### config.mk
export PLATFORM = sky130hd
export DESIGN_NAME = base64_stream_encoder
export DESIGN_NICKNAME = d
export VERILOG_FILES = /design/src/design/b64enc_pkg.sv /design/src/design/b64enc_regs.sv /design/src/design/b64enc_core.sv /design/src/design/b64enc_outbuf.sv /design/src/design/base64_stream_encoder.sv
export SDC_FILE = /design/constraint.sdc
export NUM_CORES = 1
export LEC_CHECK = 0
export BUFFER_PORTS_ARGS = -buffer_cell sky130_fd_sc_hd__clkbuf_2
export CAP_MARGIN = 20
export CORE_MARGIN = 3
export CORE_UTILIZATION = 30
export CTS_CLUSTER_SIZE = 20
export DETAILED_ROUTE_END_ITERATION = 16
export GPL_ROUTABILITY_DRIVEN = 0
export PLACE_DENSITY_LB_ADDON = 0.15
export SETUP_SLACK_MARGIN = 0.05
export SKIP_LAST_GASP = 1
export SLEW_MARGIN = 30
export SYNTH_ARGS = -nofsm -noshare
export SYNTH_HDL_FRONTEND = slang
export SYNTH_SLANG_ARGS = --single-unit
### constraint.sdc
create_clock -name clk -period 3.5 [get_ports clk]
set_input_delay 0.875 -clock clk [delete_from_list [all_inputs] [get_ports clk]]
set_output_delay 0.875 -clock clk [all_outputs]
set_load 0.01 [all_outputs]
### src/design/b64enc_pkg.sv
`timescale 1ns / 1ps
`default_nettype none

package b64enc_pkg;

  localparam logic [7:0] PAD_CHAR = 8'h3D;
  localparam int unsigned MAX_CHARS = 4;
  localparam int unsigned CNT_W = 3;

  // leftover pair counts
  localparam logic [1:0] PAIRS_NONE = 2'd0;
  localparam logic [1:0] PAIRS_TWO_BITS = 2'd1;
  localparam logic [1:0] PAIRS_FOUR_BITS = 2'd2;

  // register indexes
  localparam logic REG_URL_ALPHABET = 1'b0;
  localparam logic REG_PAD_OUTPUT = 1'b1;

  typedef struct packed {
    logic [MAX_CHARS-1:0][7:0] chars;
    logic [CNT_W-1:0]          count;
    logic                      last;
  } enc_group_t;

  typedef struct packed {
    logic url_alphabet;
    logic pad_output;
  } cfg_t;

  function automatic logic [7:0] map_group(input logic [5:0] g, input logic url);
    logic [7:0] ch;
    ch = 8'h00;
    case (g) inside
      [6'd0:6'd25]:  ch = 8'h41 + {2'b00, g};
      [6'd26:6'd51]: ch = 8'h61 + {2'b00, g} - 8'd26;
      [6'd52:6'd61]: ch = 8'h30 + {2'b00, g} - 8'd52;
      6'd62:         ch = url ? 8'h2D : 8'h2B;
      6'd63:         ch = url ? 8'h5F : 8'h2F;
      default:       ch = 8'h00;
    endcase
    return ch;
  endfunction

endpackage

`default_nettype wire

### src/design/b64enc_regs.sv
`timescale 1ns / 1ps
`default_nettype none

module b64enc_regs
  import b64enc_pkg::*;
(
  input  wire logic        clk,
  input  wire logic        rst,
  input  wire logic        psel,
  input  wire logic        penable,
  input  wire logic        pwrite,
  input  wire logic [2:0]  paddr,
  input  wire logic [31:0] pwdata,
  output logic [31:0]      prdata,
  output logic             pready,
  output cfg_t             cfg
);

  logic wr_en;

  assign pready = 1'b1;
  assign wr_en  = psel && penable && pwrite && pready;

  always_ff @(posedge clk) begin
    if (rst) begin
      cfg.url_alphabet <= 1'b0;
      cfg.pad_output   <= 1'b1;
    end else if (wr_en) begin
      case (paddr[2])
        REG_URL_ALPHABET: cfg.url_alphabet <= pwdata[0];
        REG_PAD_OUTPUT:   cfg.pad_output   <= pwdata[0];
        default:          ;
      endcase
    end
  end

  always_comb begin
    prdata = 32'd0;
    case (paddr[2])
      REG_URL_ALPHABET: prdata = {31'd0, cfg.url_alphabet};
      REG_PAD_OUTPUT:   prdata = {31'd0, cfg.pad_output};
      default:          prdata = 32'd0;
    endcase
  end

endmodule

`default_nettype wire

### src/design/b64enc_core.sv
`timescale 1ns / 1ps
`default_nettype none

module b64enc_core
  import b64enc_pkg::*;
(
  input  wire logic       clk,
  input  wire logic       rst,
  input  wire logic       accept,
  input  wire logic [7:0] data_byte,
  input  wire logic       last_byte,
  input  wire cfg_t       cfg,
  output enc_group_t      grp
);

  logic [3:0] leftover_bits;
  logic [1:0] leftover_count;
  logic [3:0] leftover_bits_next;
  logic [1:0] leftover_count_next;
  logic [1:0] pairs;
  logic       url;

  assign url   = cfg.url_alphabet;
  assign pairs = (leftover_count == 2'd3) ? PAIRS_NONE : leftover_count;

  always_comb begin
    grp.chars = '0;
    grp.count = 3'd1;
    grp.last  = last_byte;
    leftover_bits_next  = 4'd0;
    leftover_count_next = PAIRS_NONE;
    case (pairs)
      PAIRS_NONE: begin
        grp.chars[0] = map_group(data_byte[7:2], url);
        leftover_bits_next  = {2'b00, data_byte[1:0]};
        leftover_count_next = PAIRS_TWO_BITS;
        if (last_byte) begin
          grp.chars[1] = map_group({data_byte[1:0], 4'b0000}, url);
          grp.chars[2] = PAD_CHAR;
          grp.chars[3] = PAD_CHAR;
          grp.count    = cfg.pad_output ? 3'd4 : 3'd2;
        end
      end
      PAIRS_TWO_BITS: begin
        grp.chars[0] = map_group({leftover_bits[1:0], data_byte[7:4]}, url);
        leftover_bits_next  = data_byte[3:0];
        leftover_count_next = PAIRS_FOUR_BITS;
        if (last_byte) begin
          grp.chars[1] = map_group({data_byte[3:0], 2'b00}, url);
          grp.chars[2] = PAD_CHAR;
          grp.count    = cfg.pad_output ? 3'd3 : 3'd2;
        end
      end
      default: begin
        grp.chars[0] = map_group({leftover_bits, data_byte[7:6]}, url);
        grp.chars[1] = map_group(data_byte[5:0], url);
        grp.count    = 3'd2;
      end
    endcase
    if (last_byte) begin
      leftover_bits_next  = 4'd0;
      leftover_count_next = PAIRS_NONE;
    end
  end

  always_ff @(posedge clk) begin
    if (rst) begin
      leftover_bits  <= 4'd0;
      leftover_count <= PAIRS_NONE;
    end else if (accept) begin
      leftover_bits  <= leftover_bits_next;
      leftover_count <= leftover_count_next;
    end
  end

endmodule

`default_nettype wire

### src/design/b64enc_outbuf.sv
`timescale 1ns / 1ps
`default_nettype none

module b64enc_outbuf
  import b64enc_pkg::*;
(
  input  wire logic       clk,
  input  wire logic       rst,
  input  wire logic       load,
  input  wire enc_group_t grp_in,
  output logic            can_load,
  output logic            m_tvalid,
  input  wire logic       m_tready,
  output logic [7:0]      m_tdata,
  output logic            m_tlast
);

  enc_group_t grp;
  logic [1:0] idx;
  logic       busy;
  logic       final_char;
  logic       out_xfer;

  assign final_char = (({1'b0, idx} + 3'd1) == grp.count);
  assign out_xfer   = busy && m_tready;
  assign can_load   = !busy || (out_xfer && final_char);

  assign m_tvalid = busy;
  assign m_tdata  = grp.chars[idx];
  assign m_tlast  = grp.last && final_char;

  always_ff @(posedge clk) begin
    if (load) begin
      grp <= grp_in;
    end
  end

  always_ff @(posedge clk) begin
    if (rst) begin
      busy <= 1'b0;
      idx  <= 2'd0;
    end else if (load) begin
      busy <= 1'b1;
      idx  <= 2'd0;
    end else if (out_xfer) begin
      if (final_char) begin
        busy <= 1'b0;
      end else begin
        idx <= idx + 2'd1;
      end
    end
  end

endmodule

`default_nettype wire

### src/design/base64_stream_encoder.sv
// base64 stream encoder
// input stream: one message byte per transfer on s_tdata, s_tlast marks the
// last byte of a message. output stream: one ascii character per transfer on
// m_tdata, m_tlast marks the final character of the message.
// each byte yields one or two characters, a last byte up to four (flush plus
// '=' padding when pad_output is set).
// the first character of a byte is offered on m_tvalid in the cycle
// after the byte transfer. throughput: one character per cycle while
// m_tready is high. the character buffer drains one entry per cycle while
// m_tready is high and takes the next byte in the cycle its final
// character leaves.
// a stalled receiver holds the current character and s_tready stays low
// until the buffer is down to its final character being taken.
// reset clears the pending bits and the buffer and sets url_alphabet to 0,
// pad_output to 1. config via apb: url_alphabet at 0x0, pad_output at 0x4,
// to be written by the user only while the encoder is idle; not enforced.
`timescale 1ns / 1ps
`default_nettype none

module base64_stream_encoder
  import b64enc_pkg::*;
(
  input  wire logic        clk,
  input  wire logic        rst,
  input  wire logic        s_tvalid,
  output logic             s_tready,
  input  wire logic [7:0]  s_tdata,   // data_byte
  input  wire logic        s_tlast,   // last_byte
  output logic             m_tvalid,
  input  wire logic        m_tready,
  output logic [7:0]       m_tdata,   // out_char
  output logic             m_tlast,   // end_of_message
  input  wire logic        psel,
  input  wire logic        penable,
  input  wire logic        pwrite,
  input  wire logic [2:0]  paddr,
  input  wire logic [31:0] pwdata,
  output logic [31:0]      prdata,
  output logic             pready
);

  cfg_t       cfg;
  enc_group_t grp;
  logic       accept;
  logic       can_load;

  assign s_tready = can_load;
  assign accept   = s_tvalid && s_tready;

  b64enc_regs u_regs (
    .clk     (clk),
    .rst     (rst),
    .psel    (psel),
    .penable (penable),
    .pwrite  (pwrite),
    .paddr   (paddr),
    .pwdata  (pwdata),
    .prdata  (prdata),
    .pready  (pready),
    .cfg     (cfg)
  );

  b64enc_core u_core (
    .clk       (clk),
    .rst       (rst),
    .accept    (accept),
    .data_byte (s_tdata),
    .last_byte (s_tlast),
    .cfg       (cfg),
    .grp       (grp)
  );

  b64enc_outbuf u_outbuf (
    .clk      (clk),
    .rst      (rst),
    .load     (accept),
    .grp_in   (grp),
    .can_load (can_load),
    .m_tvalid (m_tvalid),
    .m_tready (m_tready),
    .m_tdata  (m_tdata),
    .m_tlast  (m_tlast)
  );

  a_ready_when_empty: assert property (@(posedge clk) disable iff (rst)
    !m_tvalid |-> s_tready)
    else $error("input not ready with empty buffer");

  a_valid_after_accept: assert property (@(posedge clk) disable iff (rst)
    accept |=> m_tvalid)
    else $error("no character after byte transfer");

  a_free_on_final: assert property (@(posedge clk) disable iff (rst)
    m_tvalid && m_tready && m_tlast |-> s_tready)
    else $error("buffer not freed on final character");

  a_group_count: assert property (@(posedge clk) disable iff (rst)
    accept |-> (grp.count != 3'd0) && (grp.count <= 3'd4))
    else $error("bad character count");

endmodule

`default_nettype wire
==> metrics <==
EDFF count, synth=22; Max-slew headroom=48.4%; maximum VDD drop=0.149 mV; Post-CTS Resized=0; worst skew pair latency=0.27 ns; Reg clk slew, reported paths=0.05 ns; die height=132 um; clk sinks=33; Final Slew Violations=0; Worst-Margin Slew=0.774 ns; Critical Path End=u_outbuf.grp[9]; CP required=3.50 ns; Clock Power Share=29.6%; postcts setup bufs=0; largest net degree at the start of global routing=30; 1st-iter DRT viols=583; Synth Flop Type=edfxtp_1; Hold Fails Final Rpt=0; placed insts=909; M1 WL=7.26 mm; DRC=0; met3 wire length=967 um; clk_skew=0.00867 ns; ANT cells=0; area delta synth->final=14.9%; minimum clock period=3.14 ns; commonest non-fill, non-tap cell in the layout=buf_4; Root Buffer=clkbuf_16; final net count=790; Die ar.=17500 um^2; Die X=132 um; Port Buf Inserts=29; share of cells above drive strength 1=17.3%; crit start category=input pin; Initial Util=31.0%; Met2 Wirelength=7.39 mm; Synth Register Bits=33; TNS Setup=0 ns; P_int=0.907 mW; final-report setup violation count=0; Seq/Total Area, Yosys=18.4%; vias per cell=5.50; CTS Buf Count=5; PnR worst setup slack=0.356 ns; Mapped Area=4780 um^2; GRT Util Overall=17.8%; DR top layer=met4; Fmax=0.318 GHz; CP Capture Type=flip-flop; Hold WS=0.477 ns; LEAKAGE=2.16 nW; row count=45; combinational power share=37.0%; synthesized area per cell=7.38 um^2; Post-Synthesis Cells=648; fin crit share=89.8%; core area=15400 um^2; Seq pwr share=33.4%; r2r setup slk=0.73 ns; crit-path max FO=11; CTS tree=built; Place WS=0.151 ns; GRT Residual Overflow=0; Routed WL per cell=17.5 um; r2r endpoint=u_outbuf.grp[9]; HPWL Detailed=12.6 mm; Pre-antenna DRT Iters=5; status=finished clean; Hold Buf Count CTS=0; RSZ-0062 raised after global routing=no; most frequent cells in the layout=buf_4 (66), nand2_1 (63), nor2_1 (62); initial antenna violation count=0; max_cap viols=0; Final Core Density=35.6%; first-pass GRT wire length=25.6 mm; Yosys cell types=79; Yosys warnings=0; pwr dens=252 nW/um^2; ANT nets after route=0; Finished Layout Cells=917; Final Routed Wirelength=16.0 mm; Boundary Pins=95; clock tree buffer depth=2; R2R cell count=8; worst endpoint data arrival time=3.15 ns; vias in the first global route=4670; Vias=5041; Sw Share=34.5%; H-tree Lvls=2; share of flip-flops with an asynchronous set or reset=0%; crit path from=s_tdata[5]; switching power=0.477 mW; FF-to-FF Start=u_core.leftover_bits[1]; crit path kind=in -> reg; HP Class=reg -> reg
## routing by layer
metal | up-vias | GRT usage (%)
li1 | 2423 | -
met3 | 34 | 1.53
met5 | - | 0
met2 | 213 | 29.6
met4 | 0 | 5.14
met1 | 2371 | 24.6
## registers in the layout, indices dropped and copies added (netlist names)
register and count:
u_core.leftover_count 2, u_core.leftover_bits 4, u_outbuf.grp 22, u_outbuf.m_tvalid 1, u_outbuf.idx 2, u_regs.cfg 2
## stage by stage
stage	area [um^2]	power (mW)
detailed placement	5360	0.975
global placement	5360	0.974
floorplan	4900	0.823
finish	5500	1.38
CTS	5500	1.39
global route	5500	1.46
## critical path: stages
cell and delay (ns):
clkbuf_2 0.09, inv_1 0.22, ha_1 0.38, buf_4 0.19, and3_1 0.20, a211o_1 0.33, o31a_1 0.19, a31oi_1 0.05
o221ai_1 0.20, nor2_1 0.08, a311o_1 0.33
## cell families (layout without fill, tap and decap cells)
logic type                 Yosys count  in the layout  share of synthesized area (%)
other                                2             32                          0.157
AOI/OAI and AO/OA                  207            207                           30.5
and+or+nand+nor                    229            229                           22.9
muxes                               13             13                           2.83
xor gates and xnor gates            26             26                           4.76
adders and majority gates           34             34                           8.89
buffers and inverters              104            132                           11.5
DFF                                 33             33                           18.4
## cells in the mapped netlist (3+ instances only)
cell type  count  area share (%)
nor4_1         5            0.65
nor3_1        15             1.6
and3_1         4            0.52
a21o_1         4            0.63
a21oi_1       45             4.7
nor2_1        62             4.9
buf_4         34             5.3
buf_2         14             1.5
dfxtp_1       11             4.6
a2111oi_0      4            0.73
a221oi_1       3            0.55
a211oi_1       8             1.3
a31oi_1       10             1.3
o22ai_1        3            0.39
xor2_1         5            0.92
ha_1          34             8.9
a221o_1        3            0.63
nand2b_1       9             1.2
o311ai_0       3            0.55
o221ai_1       4            0.73
o31ai_1        6            0.94
o2bb2ai_1      3            0.55
edfxtp_1      22              14
clkbuf_1      23             1.8
xnor2_1       21             3.8
nor2b_1       11             1.4
nand2_1       63             4.9
inv_1         26             2.0
and2_1         5            0.65
o21ai_0       52             5.4
clkinv_1       3            0.24
or3_1          5            0.65
nand4_1       10             1.3
nand3_1       27             2.8
mux2i_1       12             2.5
a211o_1        6             1.1
o211ai_1      13             2.0
a32oi_1        6             1.1
## how the worst min path moves through the flow
stage | start | endpoint | slack, ns | cells after the start
6_report | u_core.leftover_count[1] | u_core.leftover_count[1] | 0.48 | 2
5_1_grt | u_core.leftover_count[1] | u_core.leftover_count[1] | 0.50 | 2
4_1_cts | u_core.leftover_count[1] | u_core.leftover_count[1] | 0.48 | 2
3_5_place_dp | u_core.leftover_count[1] | u_core.leftover_count[1] | 0.47 | 2
3_3_place_gp | u_core.leftover_count[0] | u_core.leftover_count[0] | 0.46 | 2
2_1_floorplan | u_core.leftover_count[0] | u_core.leftover_count[0] | 0.45 | 2
## power groups by stage
stage | clock [mW] | combinational [mW] | sequential, mW
finish | 0.411 | 0.512 | 0.462
global route | 0.437 | 0.559 | 0.465
CTS | 0.420 | 0.506 | 0.463
detailed placement | 0 | 0.504 | 0.471
global placement | 0 | 0.503 | 0.471
floorplan | 0 | 0.358 | 0.466
## area by class of cell
type | instances | area [um^2]
Multi-Input combinational cell | 541 | 3460
Fill cell | 1661 | 9930
Timing Repair Buffer | 95 | 641
Clock inverter | 1 | 5.00
Inverter | 29 | 109
Tap cell | 211 | 264
Clock buffer | 7 | 133
Sequential cell | 33 | 881
Note: power is estimated with default switching activity, not from simulation.
